===== config.mk =====
export PLATFORM = sky130hd
export DESIGN_NAME = serial_packet_deframer
export DESIGN_NICKNAME = d
export VERILOG_FILES = /design/src/rtl/sdf_pkg.sv /design/src/rtl/sdf_front.sv /design/src/rtl/sdf_queue.sv /design/src/rtl/serial_packet_deframer.sv
export VERILOG_INCLUDE_DIRS = /design/src /design/src/rtl
export SDC_FILE = /design/constraint.sdc
export NUM_CORES = 1
export LEC_CHECK = 0
export BUFFER_PORTS_ARGS = -buffer_cell sky130_fd_sc_hd__buf_2
export CORE_MARGIN = 5
export CORE_UTILIZATION = 63
export CTS_BUF_LIST = sky130_fd_sc_hd__clkbuf_2
export DETAILED_ROUTE_END_ITERATION = 6
export PLACE_DENSITY = 0.84
export SYNTH_ARGS = -nofsm -noshare
export SYNTH_HDL_FRONTEND = slang
export SYNTH_HIERARCHICAL = 1
export SYNTH_SLANG_ARGS = --single-unit

===== constraint.sdc =====
create_clock -name clock -period 8.2 [get_ports clock]
set_input_delay 1.64 -clock clock [delete_from_list [all_inputs] [get_ports clock]]
set_output_delay 1.64 -clock clock [all_outputs]
set_load 0.02 [all_outputs]

===== src/rtl/assert_macros.svh =====
// Assertion helpers shared by the deframer modules.
`ifndef ASSERT_MACROS_SVH
`define ASSERT_MACROS_SVH

// Check a property on every clock edge outside reset.
`define SDF_ASSERT(label, clk, rst, prop, msg) \
   label: assert property (@(posedge clk) disable iff (rst) (prop)) else $error(msg);

// Check that an antecedent implies a consequent in the next cycle.
`define SDF_ASSERT_NEXT(label, clk, rst, ante, cons, msg) \
   label: assert property (@(posedge clk) disable iff (rst) (ante) |=> (cons)) else $error(msg);

`endif


===== src/rtl/sdf_pkg.sv =====
package sdf_pkg;

   localparam logic [7:0] SYNC_BYTE = 8'hAA;
   localparam logic [8:0] MODULUS    = 9'd255;

   localparam int TIMEOUT_REG_W = 16;
   localparam int CSR_INDEX_W   = 2;
   localparam int CSR_DATA_W    = 16;

   localparam logic [CSR_INDEX_W-1:0] CSR_TIMEOUT_TICKS = 2'd0;
   localparam logic [CSR_INDEX_W-1:0] CSR_MAX_LEN       = 2'd1;

   localparam logic [7:0] MAX_LEN_RESET = 8'd255;

   localparam logic [1:0] VERDICT_PENDING  = 2'd0;
   localparam logic [1:0] VERDICT_GOOD     = 2'd1;
   localparam logic [1:0] VERDICT_BAD_SUM  = 2'd2;
   localparam logic [1:0] VERDICT_TOO_LONG = 2'd3;

   localparam logic ACTION_BYTE = 1'b0;
   localparam logic ACTION_TICK = 1'b1;

   localparam int QUEUE_DEPTH = 2;
   localparam int QUEUE_PTR_W = $clog2(QUEUE_DEPTH);
   localparam int QUEUE_CNT_W = $clog2(QUEUE_DEPTH + 1);

   typedef enum logic [2:0] {
      PH_HUNT,
      PH_CK_HI,
      PH_CK_LO,
      PH_LEN,
      PH_DATA
   } phase_type;

   typedef struct packed {
      logic       data_valid;
      logic [7:0] payload_byte;
      logic [7:0] byte_index;
      logic       last;
      logic [1:0] verdict;
      logic [7:0] packet_len;
   } result_type;

   typedef struct packed {
      logic       push;
      result_type entry;
   } queue_push_type;

endpackage


===== src/rtl/sdf_front.sv =====
`include "assert_macros.svh"

module sdf_front import sdf_pkg::*; #(
   parameter int TIMEOUT_WIDTH = 16
) (
   input  logic                     clock,
   input  logic                     reset,
   input  logic                     req_valid,
   output logic                     req_ready,
   input  logic                     req_action,
   input  logic [7:0]               req_rx_byte,
   input  logic                     csr_valid,
   input  logic [CSR_INDEX_W-1:0]   csr_index,
   input  logic [CSR_DATA_W-1:0]    csr_wdata,
   input  logic                     queue_full,
   output queue_push_type           queue_push
);

   localparam int CMP_W = (TIMEOUT_WIDTH > TIMEOUT_REG_W) ? TIMEOUT_WIDTH : TIMEOUT_REG_W;

   phase_type                phase_ff, phase_in;
   logic [15:0]              ck_ff, ck_in;
   logic [7:0]               len_ff, len_in;
   logic [7:0]               count_ff, count_in;
   logic [7:0]               low_ff, low_in;
   logic [7:0]               high_ff, high_in;
   logic [TIMEOUT_WIDTH-1:0] idle_ff, idle_in;
   logic [TIMEOUT_REG_W-1:0] timeout_ff;
   logic [7:0]               max_len_ff;

   logic                     accept;
   logic [TIMEOUT_WIDTH-1:0] idle_inc;
   logic                     timed_out;
   logic [7:0]               low_new, high_new, len_seed, count_next;
   logic                     fin, fits, sum_match;
   logic [1:0]               final_verdict;

   function automatic logic [7:0] mod_add(input logic [7:0] a, input logic [7:0] b);
      logic [8:0] s;
      s = {1'b0, a} + {1'b0, b};
      if (s >= MODULUS)
         s = s - MODULUS;
      return s[7:0];
   endfunction

   assign req_ready = !queue_full;
   assign accept    = req_valid && req_ready;

   assign idle_inc   = (idle_ff == '1) ? idle_ff : idle_ff + 1'b1;
   assign timed_out  = (phase_ff != PH_HUNT) && (timeout_ff != '0) &&
                       (CMP_W'(idle_inc) >= CMP_W'(timeout_ff));
   assign low_new    = mod_add(low_ff, req_rx_byte);
   assign high_new   = mod_add(high_ff, low_new);
   assign len_seed   = (req_rx_byte == MODULUS[7:0]) ? 8'd0 : req_rx_byte;
   assign count_next = count_ff + 8'd1;
   assign fin        = count_next >= len_ff;
   assign fits       = len_ff <= max_len_ff;
   assign sum_match  = {high_new, low_new} == ck_ff;
   assign final_verdict = !fits ? VERDICT_TOO_LONG :
                          (sum_match ? VERDICT_GOOD : VERDICT_BAD_SUM);

   // next state
   always_comb begin
      phase_in = phase_ff;
      ck_in    = ck_ff;
      len_in   = len_ff;
      count_in = count_ff;
      low_in   = low_ff;
      high_in  = high_ff;
      idle_in  = idle_ff;
      if (accept) begin
         if (req_action == ACTION_TICK) begin
            idle_in = idle_inc;
            if (timed_out)
               phase_in = PH_HUNT;
         end else begin
            idle_in = '0;
            unique case (phase_ff)
               PH_CK_HI: begin
                  ck_in    = {req_rx_byte, 8'd0};
                  phase_in = PH_CK_LO;
               end
               PH_CK_LO: begin
                  ck_in    = {ck_ff[15:8], req_rx_byte};
                  phase_in = PH_LEN;
               end
               PH_LEN: begin
                  len_in   = req_rx_byte;
                  count_in = '0;
                  low_in   = len_seed;
                  high_in  = len_seed;
                  phase_in = (req_rx_byte == 8'd0) ? PH_HUNT : PH_DATA;
               end
               PH_DATA: begin
                  low_in   = low_new;
                  high_in  = high_new;
                  count_in = count_next;
                  if (fin)
                     phase_in = PH_HUNT;
               end
               default: begin
                  phase_in = (req_rx_byte == SYNC_BYTE) ? PH_CK_HI : PH_HUNT;
               end
            endcase
         end
      end
   end

   // result generation
   always_comb begin
      queue_push.push  = 1'b0;
      queue_push.entry = '{data_valid: 1'b0, payload_byte: 8'd0, byte_index: 8'd0,
                           last: 1'b0, verdict: VERDICT_PENDING, packet_len: len_ff};
      if (accept && req_action == ACTION_BYTE) begin
         unique case (phase_ff)
            PH_LEN: begin
               if (req_rx_byte == 8'd0) begin
                  queue_push.push             = 1'b1;
                  queue_push.entry.last       = 1'b1;
                  queue_push.entry.packet_len = 8'd0;
                  queue_push.entry.verdict    = (ck_ff == 16'd0) ? VERDICT_GOOD
                                                                 : VERDICT_BAD_SUM;
               end
            end
            PH_DATA: begin
               if (fits) begin
                  queue_push.push               = 1'b1;
                  queue_push.entry.data_valid   = 1'b1;
                  queue_push.entry.payload_byte = req_rx_byte;
                  queue_push.entry.byte_index   = count_ff;
                  queue_push.entry.last         = fin;
                  queue_push.entry.verdict      = fin ? final_verdict : VERDICT_PENDING;
               end else if (fin) begin
                  queue_push.push             = 1'b1;
                  queue_push.entry.last       = 1'b1;
                  queue_push.entry.verdict    = VERDICT_TOO_LONG;
               end
            end
            default: begin
               queue_push.push = 1'b0;
            end
         endcase
      end
   end

   always_ff @(posedge clock) begin
      if (reset) begin
         phase_ff   <= PH_HUNT;
         ck_ff      <= '0;
         len_ff     <= '0;
         count_ff   <= '0;
         low_ff     <= '0;
         high_ff    <= '0;
         idle_ff    <= '0;
         timeout_ff <= '0;
         max_len_ff <= MAX_LEN_RESET;
      end else begin
         phase_ff <= phase_in;
         ck_ff    <= ck_in;
         len_ff   <= len_in;
         count_ff <= count_in;
         low_ff   <= low_in;
         high_ff  <= high_in;
         idle_ff  <= idle_in;
         if (csr_valid) begin
            if (csr_index == CSR_TIMEOUT_TICKS)
               timeout_ff <= csr_wdata[TIMEOUT_REG_W-1:0];
            else if (csr_index == CSR_MAX_LEN)
               max_len_ff <= csr_wdata[7:0];
         end
      end
   end

   `SDF_ASSERT(a_pending_not_last, clock, reset,
      !queue_push.push || queue_push.entry.last || queue_push.entry.verdict == VERDICT_PENDING,
      "result without last carries a verdict")
   `SDF_ASSERT_NEXT(a_last_returns_hunt, clock, reset,
      queue_push.push && queue_push.entry.last, phase_ff == PH_HUNT,
      "deframer not hunting after packet end")
   `SDF_ASSERT_NEXT(a_byte_clears_idle, clock, reset,
      accept && req_action == ACTION_BYTE, idle_ff == '0,
      "idle counter not cleared by received byte")

endmodule


===== src/rtl/sdf_queue.sv =====
`include "assert_macros.svh"

module sdf_queue import sdf_pkg::*; (
   input  logic           clock,
   input  logic           reset,
   input  queue_push_type queue_push,
   output logic           queue_full,
   output logic           out_valid,
   input  logic           out_ready,
   output result_type     out_entry
);

   result_type             mem_ff [QUEUE_DEPTH];
   logic [QUEUE_PTR_W-1:0] wr_ptr_ff, wr_ptr_in;
   logic [QUEUE_PTR_W-1:0] rd_ptr_ff, rd_ptr_in;
   logic [QUEUE_CNT_W-1:0] count_ff, count_in;
   logic                   pop;

   assign queue_full = count_ff == QUEUE_CNT_W'(QUEUE_DEPTH);
   assign out_valid  = count_ff != '0;
   assign out_entry  = mem_ff[rd_ptr_ff];
   assign pop        = out_valid && out_ready;

   always_comb begin
      wr_ptr_in = wr_ptr_ff;
      rd_ptr_in = rd_ptr_ff;
      count_in  = count_ff;
      if (queue_push.push)
         wr_ptr_in = (wr_ptr_ff == QUEUE_PTR_W'(QUEUE_DEPTH - 1)) ? '0 : wr_ptr_ff + 1'b1;
      if (pop)
         rd_ptr_in = (rd_ptr_ff == QUEUE_PTR_W'(QUEUE_DEPTH - 1)) ? '0 : rd_ptr_ff + 1'b1;
      if (queue_push.push && !pop)
         count_in = count_ff + 1'b1;
      else if (pop && !queue_push.push)
         count_in = count_ff - 1'b1;
   end

   always_ff @(posedge clock) begin
      if (queue_push.push)
         mem_ff[wr_ptr_ff] <= queue_push.entry;
   end

   always_ff @(posedge clock) begin
      if (reset) begin
         wr_ptr_ff <= '0;
         rd_ptr_ff <= '0;
         count_ff  <= '0;
      end else begin
         wr_ptr_ff <= wr_ptr_in;
         rd_ptr_ff <= rd_ptr_in;
         count_ff  <= count_in;
      end
   end

   `SDF_ASSERT(a_no_overflow, clock, reset, !(queue_full && queue_push.push),
      "push into full queue")
   `SDF_ASSERT(a_count_bound, clock, reset, count_ff <= QUEUE_CNT_W'(QUEUE_DEPTH),
      "queue count out of range")
   `SDF_ASSERT_NEXT(a_pop_drains, clock, reset, pop && !queue_push.push,
      count_ff == $past(count_ff) - 1'b1, "queue count not reduced by pop")

endmodule


===== src/rtl/serial_packet_deframer.sv =====
// Serial packet deframer with Fletcher-16 check.
// Request channel (req_valid/req_ready): req_action 0 carries a received
// byte in req_rx_byte, 1 signals one timer tick. Frames are 0xAA, checksum
// high, checksum low, length, then that many payload bytes.
// Response channel (rsp_valid/rsp_ready): one transaction per payload byte
// of a packet within max_len, the last of them (last = 1) with the verdict;
// a packet over max_len gives only its ending transaction with verdict 3;
// zero-length packets end on the length byte.
// CSR channel (csr_valid/csr_ready, always ready): index 0 timeout_ticks,
// index 1 max_len; write only while the block is idle.
// Throughput: one request per cycle while req_ready is high. A response
// is registered in the result queue and shown on rsp_* once the entries
// ahead of it have been taken.
// Reset: hunting for a start byte, queue empty, timeout_ticks 0 (off),
// max_len 255.
// Stall: a two-entry result queue decouples the sides; whenever the queue is
// full, req_ready drops and requests wait.
module serial_packet_deframer import sdf_pkg::*; #(
   parameter int TIMEOUT_WIDTH = 16
) (
   input  logic                   clock,
   input  logic                   reset,
   input  logic                   req_valid,
   output logic                   req_ready,
   input  logic                   req_action,
   input  logic [7:0]             req_rx_byte,
   output logic                   rsp_valid,
   input  logic                   rsp_ready,
   output logic                   rsp_data_valid,
   output logic [7:0]             rsp_payload_byte,
   output logic [7:0]             rsp_byte_index,
   output logic                   rsp_last,
   output logic [1:0]             rsp_verdict,
   output logic [7:0]             rsp_packet_len,
   input  logic                   csr_valid,
   output logic                   csr_ready,
   input  logic [CSR_INDEX_W-1:0] csr_index,
   input  logic [CSR_DATA_W-1:0]  csr_wdata
);

   queue_push_type queue_push;
   logic           queue_full;
   result_type     out_entry;

   assign csr_ready = 1'b1;

   sdf_front #(
      .TIMEOUT_WIDTH (TIMEOUT_WIDTH)
   ) u_front (
      .clock       (clock),
      .reset       (reset),
      .req_valid   (req_valid),
      .req_ready   (req_ready),
      .req_action  (req_action),
      .req_rx_byte (req_rx_byte),
      .csr_valid   (csr_valid),
      .csr_index   (csr_index),
      .csr_wdata   (csr_wdata),
      .queue_full  (queue_full),
      .queue_push  (queue_push)
   );

   sdf_queue u_queue (
      .clock      (clock),
      .reset      (reset),
      .queue_push (queue_push),
      .queue_full (queue_full),
      .out_valid  (rsp_valid),
      .out_ready  (rsp_ready),
      .out_entry  (out_entry)
   );

   assign rsp_data_valid   = out_entry.data_valid;
   assign rsp_payload_byte = out_entry.payload_byte;
   assign rsp_byte_index   = out_entry.byte_index;
   assign rsp_last         = out_entry.last;
   assign rsp_verdict      = out_entry.verdict;
   assign rsp_packet_len   = out_entry.packet_len;

endmodule

Yosys cells after proc, flatten, opt, wreduce, memory -nomap -nowiden
Memory sizes are Yosys's and may differ from the RTL's. A register that Yosys moved wholly into a read port is not among the register bits.
Cells that the tools add are included.
Word-level totals
  flip-flop bits (word level): 95
  memory bits (writable): 56
  output and inout port bits: 31
  word-level logic and storage cells: 108
  memories kept: 1
Cells by class
  $add $sub $neg: 10
  $lt $le $gt $ge: 5
  equality and inequality tests: 12
  multiplexer cells: 38
  bitwise logic cells: 3
  reduce and logical (&&, ||, !) cells: 26
Memories
  u_queue.mem_ff: words 2, width 28, rd ports 1, clocked after memory_dff 1, write ports 1, RTL line sdf_queue.sv:13  | result_type mem_ff [QUEUE_DEPTH];
Operators by type and width (count)
  $pmux W8 S2: 3
  $mux W17: 2
  $mux W16: 2
  $mux W8: 4
  $pmux W16 S2: 1
  $mux W29: 1
  $add A8 B8 Y9: 2
  $ge A9 B8 Y1 const B: 2
  $mux W3: 6
  $add A16 B1 Y16 const B: 1
  $eq A16 B16 Y1: 1
  $eq A16 B16 Y1 const B: 1
  $eq A8 B8 Y1 const B: 2
  $ge A16 B16 Y1: 1
  $logic_not A16 Y1: 1
  $reduce_bool A16 Y1: 1
  $sub A8 B8 Y8 const B: 2
  $reduce_and A3 Y1: 5
  $pmux W3 S4: 1
  $mux W11: 1
  $mux W1: 10
  $mux W2: 5
  $add A8 B1 Y8 const B: 1
  $ge A8 B8 Y1: 1
  other kinds (22): 37

Longest topological paths before layout
Gate-level depths: netlist (run 1).
  depth after elaboration: 16
  mapped depth: 21

By module
The synthesis (run 1) kept the hierarchy.
By module, submodules not included
  sdf_front: times used 1, cells an instance 921, area an instance 7208.2 um^2
  sdf_queue: times used 1, cells an instance 109, area an instance 2228.4 um^2
  serial_packet_deframer: times used 1, cells an instance 2, area an instance 11.3 um^2

Worst setup path after synthesis (run 1)
Ideal clock, no wire load.
  path kind: input to register
  start: in req_rx_byte[0]
  end: mem u_queue/mem_ff[0][9] (netlist bit), data pin
  library setup time: 0.272 ns
  arrival: 6.589 ns
  required time: 7.928 ns
  slack: 1.340 ns
  stages on the path: 19
  path buffers: 0
  cells stage by stage: ha_1 -> fa_1 -> a211o_1 -> nand2_1 -> nand4_4 -> o31ai_4 -> xor2_1 -> ha_1 -> inv_1 -> fa_1 -> and2b_4 -> o2111a_2 -> o211ai_2 -> a2111oi_2 -> o2111ai_1 -> or4_1 -> a2111o_1 -> nor4_2 -> a21oi_1
RTL lines
  from (decl): RTL line serial_packet_deframer.sv:26  | input logic [7:0] req_rx_byte,
  to (decl): RTL line sdf_queue.sv:13

==> impl_metrics.py, run 1 <==
metrics = {
    "run_status": {
        "status": "finished clean",
    },
    "worst_hold_path": {
        "min_delay_path_depth": 2,
        "min-delay-path-class": "reg -> reg",
        "worst_hold_startpoint": "u_front/timeout_ff[12]$_SDFFE_PP0P_",
    },
    "cts": {
        "post_cts_resize_count": 0,
        "clock_insertion_delay_worst_skew_ps": 760,
        "cts_tree": "done",
        "cts_post_setup_buffers_inserted": 0,
        "worst_setup_hold_path_clk_slew_ps": 240,
        "clock_tree.buffer_depth": 2,
        "htree_levels": 4,
        "cts_hold_repair.buffers": 0,
        "cts_inserted_buffers": 17,
        "clock_sinks": 152,
        "clockRootBuffer": "clkbuf_2",
    },
    "layout": {
        "finalNetCount": 1168,
        "drive_gt1_share_pct": 16.0,
        "multi_input_area_um2": 5480,
        "synthToLayoutAreaGrowth_pct": 7.01,
        "area.sequential_um2": 3600,
        "fin_util_pct": 69.0,
        "num-fill-cells": 1188,
    },
    "place": {
        "place.gp.congestion": 0.937,
        "place.port_buffers": 61,
        "place_hpwl_mm": 17.4,
    },
    "global_routing": {
        "grt_max_degree": 97,
        "grt_antenna_before_repair": 1,
        "grt_pass1_wl_mm": 37.4,
        "globalRoute.totalOverflow": 0,
        "first_global_vias": 7162,
        "groute.usage.overall_pct": 26.4,
    },
    "drt": {
        "ant_nets": 0,
        "vias_per_cell": 6.25,
        "drt_first_iter_violations": 788,
        "drt_first_pass_iters": 7,
        "route.detailed.drc": 0,
        "routed_wire_length_per_instance_um": 18.5,
        "routed-via-count": 7977,
        "detail_route.wirelength_mm": 23.7,
    },
    "yosys": {
        "synthCells": 1032,
        "synth_cell_type_count": 86,
        "post_synth_arst_share_pct": 0,
        "synth_flop_cell": "dfxtp_1",
        "seq_area_frac_synth_pct": 38.1,
        "cell_types_with_the_highest_counts_after_synthesis": "nor2_1, dfxtp_1, nand2_1",
        "library_cell_with_the_highest_instance_count_after_synthesis": "nor2_1",
        "mappedNetlistArea_um2": 9450,
        "synthDominantAreaCellType": "dfxtp_1",
        "synth_edf_count": 56,
        "postSynthRegisterBits": 152,
        "synth.top_cells.by_area": "dfxtp_1, edfxtp_1, ha_1",
        "yosys.area.top_type_share_pct": 20.3,
        "postSynthNetCount": 1121,
        "syn-mean-instance-area_um2": 9.15,
        "ys_warn_count": 6,
    },
    "timing": {
        "timing.final.hold_violations": 0,
        "whs_ps": 491,
        "rsz_0062_raised_after_global_routing": "false",
        "worstMarginPinSlew_ps": 1100,
        "skew_ps": 46.5,
        "maxSlewViolCount": 0,
        "slew_headroom_pct": 26.3,
        "setup_viol_count_final": 0,
        "maxClockFrequency_mhz": 144,
        "period_minus_slack_ps": 6970,
        "setup_total_negative_slack_ps": 0,
        "period_utilization_post_route_pct": 85.0,
    },
    "power_and_ir_drop": {
        "vdd.ir_drop.worst_v": 0.0000983,
        "ratio_of_total_power_to_cell_area_nw_per_um2": 135,
        "leakage_power_figure_nw": 3.72,
    },
    "setup_path": {
        "cp_data_required_time_ps": 8710,
        "r2r_start": "u_front/low_ff[0]$_SDFFE_PP0P_",
        "timing.critical_path.from": "req_rx_byte[0]",
        "crit_path_end_kind": "flip-flop",
        "worst-r2r-setup-slack_ps": 1940,
        "critPathArrivalTime_ps": 7470,
        "worst-setup-path-type": "in -> reg",
        "crit_path_max_fanout": 14,
        "rr_worst_depth": 19,
        "startpoint_type": "input port",
    },
    "die": {
        "floorplan.die_area_um2": 17500,
        "fp.dieW_um": 132,
        "floorplan.io_pins": 63,
        "initial_core_util_pct": 64.5,
        "fp.dieH_um": 132,
        "floorplan.rows": 44,
        "placeableCoreArea_um2": 14600,
    },
    "job": {
        "maximum_capacitance_violations": 0,
    },
}
placed cells by master, fill, tap and decap left out, drive strengths merged, types with 11 or more instances in the layout:
cell and instances:
nor2 108, edfxtp 56, a222oi 12, clkbuf 17, nand4 13, a21oi 71
nand3 26, o21ai 35, or2 11, buf 74, ha 55, inv 54
nand2 91, and2 34, a22oi 24, dfxtp 96, xnor2 28, o211ai 13
o21a 11, a21o 17, a211o 13, xor2 17, mux2i 12, nor3 25
mux2 31, nor4 15, nand2b 12
report_power, final:
part	internal, mW	switching [mW]
sequential	0.786	0.00600
combinational	0.0690	0.114
clock	0.0920	0.303
logic make-up (layout without fill, tap and decap cells):
group           after synthesis  after routing  share of synthesized area, %
simple gates                383            383                          20.2
compound gates              255            255                          19.5
flops                       152            152                          38.1
buf+inv                      92            152                          3.97
fa+ha+maj                    57             57                          7.71
xor+xnor                     49             49                          5.46
mux                          43             43                          4.97
other cells                   1              2                        0.0397
sequential cells by signal (all words and copies together), names as in the netlist, named ones only:
name                count
u_queue/rd_ptr_ff       1
u_front/phase_ff        3
u_front/high_ff         8
u_queue/wr_ptr_ff       1
u_queue/mem_ff         56
u_front/low_ff          8
u_front/count_ff        8
u_queue/count_ff        2
u_front/idle_ff        16
u_front/timeout_ff     16
u_front/ck_ff          16
u_front/max_len_ff      8
u_front/len_ff          8
stage by stage:
step           worst slack (ps)  cells  cell area (um^2)  total power [mW]
5_1_grt                     892   1277             10100              1.42
2_1_floorplan              1340   1032              9450             0.935
3_3_place_gp                616   1244              9890             0.983
4_1_cts                    1350   1276             10100              1.38
6_report                   1230   1277             10100              1.37
3_5_place_dp                528   1244              9890             0.986
path summary, 6_finish.rpt:
| path | to |
|---|---|
| setup / recovery | u_queue/mem_ff[1][9]$_DFFE_PP_ |
| hold / removal | u_front/timeout_ff[12]$_SDFFE_PP0P_ |
| setup reg to reg | u_queue/mem_ff[1][9]$_DFFE_PP_ |
| hold reg to reg | u_front/timeout_ff[12]$_SDFFE_PP0P_ |
critical path: stages:
cell	delay, ps
buf_2	120
ha_1	260
fa_1	460
a211o_1	370
nand2_1	200
nand4_4	160
o31ai_4	320
xor2_1	310
ha_1	290
inv_1	70
fa_1	420
and2b_4	300
o2111a_2	260
nor2_1	60
xor2_1	700
a211oi_1	120
or4_1	560
a2111o_1	410
nor4_2	290
a21oi_1	130
metal layers:
layer / GRT usage, % / part of all wire (%) / wire [um]
met5: 0 / 0 / 0
met4: 8.03 / 2.0 / 483
met3: 4.48 / 7.0 / 1650
met2: 41.1 / 46 / 10900
met1: 37.8 / 45 / 10600
final cells by class:
type                            instances  share of cell area [%]
Antenna cell                            1                  0.0248
Clock buffer                           17                   0.842
Clock inverter                         15                    1.32
Inverter                               46                    1.71
Multi-Input combinational cell        788                    54.2
Sequential cell                       152                    35.6
Tap cell                              184                    2.28
Timing Repair Buffer                   74                    3.99
Power figures use the tool's default switching activity.
==> inputs of run 2 (changes only) <==
clock period = 7 ns   (was 8.2 ns; I/O delays follow)
==> impl_metrics.py, run 2 (synthesized netlist as in run 1, its figures left out) <==
metrics = {
    "run_status": {
        "status": "finished clean",
    },
    "die": {
        "initial_core_util_pct": 64.5,
        "floorplan.io_pins": 63,
        "placeableCoreArea_um2": 14600,
        "fp.dieH_um": 132,
        "floorplan.rows": 44,
        "floorplan.die_area_um2": 17500,
        "fp.dieW_um": 132,
    },
    "power_and_ir_drop": {
        "leakage_power_figure_nw": 3.91,
        "vdd.ir_drop.worst_v": 0.000102,
        "ratio_of_total_power_to_cell_area_nw_per_um2": 161,
    },
    "cts": {
        "htree_levels": 4,
        "clock_tree.buffer_depth": 2,
        "worst_setup_hold_path_clk_slew_ps": 240,
        "clockRootBuffer": "clkbuf_2",
        "cts_post_setup_buffers_inserted": 0,
        "cts_inserted_buffers": 17,
        "post_cts_resize_count": 0,
        "cts_tree": "done",
        "clock_sinks": 152,
        "cts_hold_repair.buffers": 0,
        "clock_insertion_delay_worst_skew_ps": 750,
    },
    "layout": {
        "synthToLayoutAreaGrowth_pct": 10.2,
        "drive_gt1_share_pct": 18.6,
        "finalNonFillerCells": 1313,
        "stdcell_area_um2": 10400,
        "num-fill-cells": 1168,
        "layout_commonest_cell": "nor2_1",
        "layout.cells.most_common_list": "nor2_1, dfxtp_1, nand2_1, a21oi_1, buf_2",
        "finalNetCount": 1203,
        "largest_register_ff_count": 56,
        "regMostFlops": "u_queue/mem_ff",
    },
    "timing": {
        "maxSlewViolCount": 0,
        "maxClockFrequency_mhz": 163,
        "slew_headroom_pct": 26.8,
        "worstMarginPinSlew_ps": 1090,
        "skew_ps": 31.3,
        "setup_total_negative_slack_ps": 0,
        "timing.final.hold_violations": 0,
        "period_minus_slack_ps": 6140,
        "setup_viol_count_final": 0,
        "rsz_0062_raised_after_global_routing": "false",
        "period_utilization_post_route_pct": 87.8,
    },
    "setup_path": {
        "r2r_start": "u_front/low_ff[0]$_SDFFE_PP0P_",
        "critPathArrivalTime_ps": 6630,
        "worst-setup-path-type": "in -> reg",
        "cp_data_required_time_ps": 7480,
        "timing.critical_path.from": "req_rx_byte[0]",
        "crit_path_max_fanout": 5,
        "crit_path_end_kind": "flip-flop",
        "startpoint_type": "input port",
    },
    "drt": {
        "drt_first_iter_violations": 932,
        "detail_route.wirelength_mm": 24.5,
        "route.detailed.drc": 0,
        "drt_first_pass_iters": 5,
        "routed_wire_length_per_instance_um": 18.6,
        "vias_per_cell": 6.23,
        "ant_nets": 0,
        "routed-via-count": 8182,
    },
    "place": {
        "placed_cells": 1279,
        "place_hpwl_mm": 18.2,
        "place.port_buffers": 61,
        "place.gp.congestion": 0.947,
        "placed_cell_area_um2": 10200,
    },
    "global_routing": {
        "groute.usage.overall_pct": 27.8,
        "grt_max_degree": 65,
        "globalRoute.totalOverflow": 0,
        "grt_pass1_wl_mm": 39.5,
        "grt_antenna_before_repair": 1,
        "first_global_vias": 7710,
    },
    "worst_hold_path": {
        "min-delay-path-class": "reg -> reg",
        "worst_hold_startpoint": "u_front/timeout_ff[12]$_SDFFE_PP0P_",
    },
    "job": {
        "maximum_capacitance_violations": 0,
    },
}
## run 2: critical path, stage by stage
cell and delay, ps:
buf_2 130, ha_1 260, fa_1 420, a211o_1 350
nand2_1 130, nand4_4 150, o31ai_4 310, xor2_1 220
ha_1 210, inv_1 60, fa_1 410, and2b_4 300
o2111a_2 250, o211ai_2 120, a2111oi_2 430, o2111ai_1 170
or4_1 430, a2111o_1 420, nor4_2 310, a21oi_1 150
## run 2: layout make-up
class	count	area, um^2	area share, %
sequential	152	3600	34.6
timing repair buffer	109	666	6.39
inverter	46	173	1.66
antenna	2	5.00	0.0481
clock buffer	18	90.1	0.865
clock inverter	14	165	1.59
multi-input combinational	788	5480	52.6
tap	184	230	2.21
## run 2: per-stage QoR
stage          hold WS, ps  setup slack (ps)  power [mW]  util, %
6_report               487               857        1.68     71.1
5_1_grt                511               681        1.74     71.1
4_1_cts                491               959        1.68     71.1
3_5_place_dp           466               181        1.17     69.3
3_3_place_gp           461               231        1.17     69.3
2_1_floorplan          449               380        1.09        -
## run 2: final timing paths
check / to / slack, ps / cells past startpoint
worst max-delay path: u_queue/mem_ff[0][9]$_DFFE_PP_ / 860 / 20
worst min register to register: u_front/timeout_ff[12]$_SDFFE_PP0P_ / 490 / 2
worst min-delay path: u_front/timeout_ff[12]$_SDFFE_PP0P_ / 490 / 2
worst max register to register: u_queue/mem_ff[0][9]$_DFFE_PP_ / 1300 / 19
## run 2: routing by layer
layer  up-vias  global-route usage, %  share of wire, %
met5         -                      0                 0
met4         0                   9.53               2.4
met3        61                   5.39               7.3
met1      3876                   38.2                44
met2       298                   44.2                46
li1       3947                      -                 -
## run 2: report_power, final
part           leakage, nW  internal [mW]  switching, mW  total [mW]
registers             1.19          0.920        0.00690       0.927
logic                 2.56         0.0896          0.138       0.227
clock network        0.154          0.177          0.344       0.521
total                 3.91           1.19          0.489        1.68
==> inputs of run 3 (changes only) <==
PLACE_DENSITY = 0.83   (was 0.84)
SYNTH_HIERARCHICAL = unset   (was 1)
==> impl_metrics.py, run 3 <==
metrics = {
    "run_status": {
        "status": "finished clean",
    },
    "setup_path": {
        "worst-setup-path-type": "in -> reg",
        "crit_path_end_kind": "flip-flop",
        "critPathSlowestCell": "a41oi_2",
        "timing.critical_path.from": "req_rx_byte[0]",
        "critPathArrivalTime_ps": 6680,
        "cp_data_required_time_ps": 7500,
        "critical_path.cell_chain": "buf_2 > ha_1 > fa_1 > a21o_1 > a21oi_1 > xor2_1 > nor2_1 > a41oi_2 > xnor2_1 > ha_1 > inv_1 > fa_1 > nand3b_1 > and4b_1 > a211oi_1 > nand3_2 > o21ai_4 > mux2i_1 > xnor2_1 > nor3_1 > nand3_1 > o211a_1",
        "crit_path_max_incr_delay_ps": 430,
        "crit_path_max_fanout": 9,
        "r2r_start": "u_front.low_ff[0]$_SDFFE_PP0P_",
        "startpoint_type": "input port",
    },
    "drt": {
        "detail_route.wirelength_mm": 22.4,
        "drt_first_pass_iters": 5,
        "routed-via-count": 7611,
        "routed_wire_length_per_instance_um": 18.0,
        "drt_first_iter_violations": 659,
        "ant_nets": 0,
        "vias_per_cell": 6.12,
        "route.detailed.drc": 0,
    },
    "cts": {
        "worst_setup_hold_path_clk_slew_ps": 210,
        "clockRootBuffer": "clkbuf_2",
        "cts_post_setup_buffers_inserted": 0,
        "clock_tree.buffer_depth": 2,
        "cts_inserted_buffers": 17,
        "clock_insertion_delay_worst_skew_ps": 740,
        "cts_hold_repair.buffers": 0,
        "htree_levels": 4,
        "cts_tree": "done",
        "clock_sinks": 152,
        "post_cts_resize_count": 0,
    },
    "timing": {
        "period_minus_slack_ps": 6180,
        "worstMarginPinSlew_ps": 967,
        "maxClockFrequency_mhz": 162,
        "setup_viol_count_final": 0,
        "setup_total_negative_slack_ps": 0,
        "slew_headroom_pct": 35.3,
        "maxSlewViolCount": 0,
        "skew_ps": 27.0,
        "period_utilization_post_route_pct": 88.3,
        "timing.final.hold_violations": 0,
        "rsz_0062_raised_after_global_routing": "false",
    },
    "yosys": {
        "cell_types_with_the_highest_counts_after_synthesis": "nor2_1, nand2_1, dfxtp_1",
        "syn-mean-instance-area_um2": 9.08,
        "synthCells": 984,
        "synthDominantAreaCellType": "dfxtp_1",
        "postSynthNetCount": 1073,
        "synth_cell_type_count": 79,
        "synth_edf_count": 56,
        "yosys.area.top_type_share_pct": 21.5,
        "synth_flop_cell": "dfxtp_1",
        "seq_area_frac_synth_pct": 40.3,
        "postSynthRegisterBits": 152,
        "post_synth_arst_share_pct": 0,
        "mappedNetlistArea_um2": 8930,
        "synth.top_cells.by_area": "dfxtp_1, edfxtp_1, ha_1",
        "ys_warn_count": 0,
        "library_cell_with_the_highest_instance_count_after_synthesis": "nor2_1",
    },
    "global_routing": {
        "globalRoute.totalOverflow": 0,
        "grt_max_degree": 56,
        "groute.usage.overall_pct": 27.4,
        "grt_antenna_before_repair": 1,
        "first_global_vias": 7102,
        "grt_pass1_wl_mm": 35.7,
    },
    "layout": {
        "regMostFlops": "u_queue.mem_ff",
        "stdcell_area_um2": 9740,
        "synthToLayoutAreaGrowth_pct": 9.04,
        "largest_register_ff_count": 56,
        "fin_util_pct": 70.2,
        "finalNetCount": 1139,
        "n_antenna_cell": 0,
        "drive_gt1_share_pct": 16.8,
        "layout.cells.most_common_list": "nor2_1, nand2_1, dfxtp_1, a21oi_1, buf_2",
        "layout_commonest_cell": "nor2_1",
        "finalNonFillerCells": 1243,
    },
    "place": {
        "placed_cells": 1211,
        "placed_cell_area_um2": 9490,
        "place.port_buffers": 61,
        "place_hpwl_mm": 16.6,
        "place.gp.congestion": 0.974,
    },
    "die": {
        "floorplan.die_area_um2": 16700,
        "fp.dieW_um": 129,
        "floorplan.io_pins": 63,
        "placeableCoreArea_um2": 13900,
        "fp.dieH_um": 129,
        "floorplan.rows": 43,
        "initial_core_util_pct": 64.3,
    },
    "power_and_ir_drop": {
        "vdd.ir_drop.worst_v": 0.0000944,
        "ratio_of_total_power_to_cell_area_nw_per_um2": 163,
        "leakage_power_figure_nw": 3.95,
    },
    "worst_hold_path": {
        "worst_hold_startpoint": "u_front.timeout_ff[14]$_SDFFE_PP0P_",
        "min-delay-path-class": "reg -> reg",
    },
    "job": {
        "maximum_capacitance_violations": 0,
    },
}
## run 3: cell families (layout without fill, tap and decap cells)
logic type	Yosys count	after routing	synth area share, %
AO/OA/AOI/OAI	218	218	16.9
XOR/XNOR	57	57	5.97
multiplexers	37	37	4.60
AND/OR/NAND/NOR	380	380	20.3
buffers and inverters	82	161	3.73
adder cells (fa/ha/maj)	57	57	8.15
other	1	1	0.0420
flip-flops	152	152	40.3
## run 3: layout make-up
| cell class | instances | area (um^2) |
|---|---|---|
| Multi-Input combinational cell | 750 | 5000 |
| Fill cell | 1139 | 4140 |
| Sequential cell | 152 | 3600 |
| Timing Repair Buffer | 87 | 500 |
| Tap cell | 180 | 225 |
| Inverter | 42 | 158 |
| Clock inverter | 13 | 154 |
| Clock buffer | 19 | 95.1 |
## run 3: where the power goes
part           switching (mW)  total, mW  internal (mW)
clock network           0.319      0.521          0.202
logic                  0.0884      0.142         0.0537
registers             0.00369      0.920          0.916
total                   0.411       1.58           1.17
## run 3: path summary, 6_finish.rpt
check	to	slack [ps]	cells past startpoint
max	u_queue.mem_ff[0][9]$_DFFE_PP_	820	22
min	u_front.timeout_ff[14]$_SDFFE_PP0P_	490	2
max reg2reg	u_queue.mem_ff[0][9]$_DFFE_PP_	1270	21
min reg2reg	u_front.timeout_ff[14]$_SDFFE_PP0P_	490	2
## run 3: critical path: cells and delay by family
family / cells / cell delay [ps]
muxes: 1 / 310
and+or+nand+nor: 6 / 1070
buffers and inverters: 2 / 220
xor gates and xnor gates: 3 / 570
adders and majority gates: 4 / 1350
AOI/OAI and AO/OA: 6 / 1740
## run 3: layer usage
metal,part of all wire (%),vias up,global-route usage (%)
li1,-,3704,-
met1,43,3586,36.6
met2,47,269,44.3
met3,7.5,50,6.47
met4,2.5,2,8.89
met5,0.058,-,0
## run 3: through the flow
step,total power [mW],setup WS [ps],hold WS (ps)
floorplan,1.03,674,445
global placement,1.08,230,460
detailed placement,1.08,125,467
CTS,1.59,906,495
global route,1.64,542,523
finish,1.58,818,491
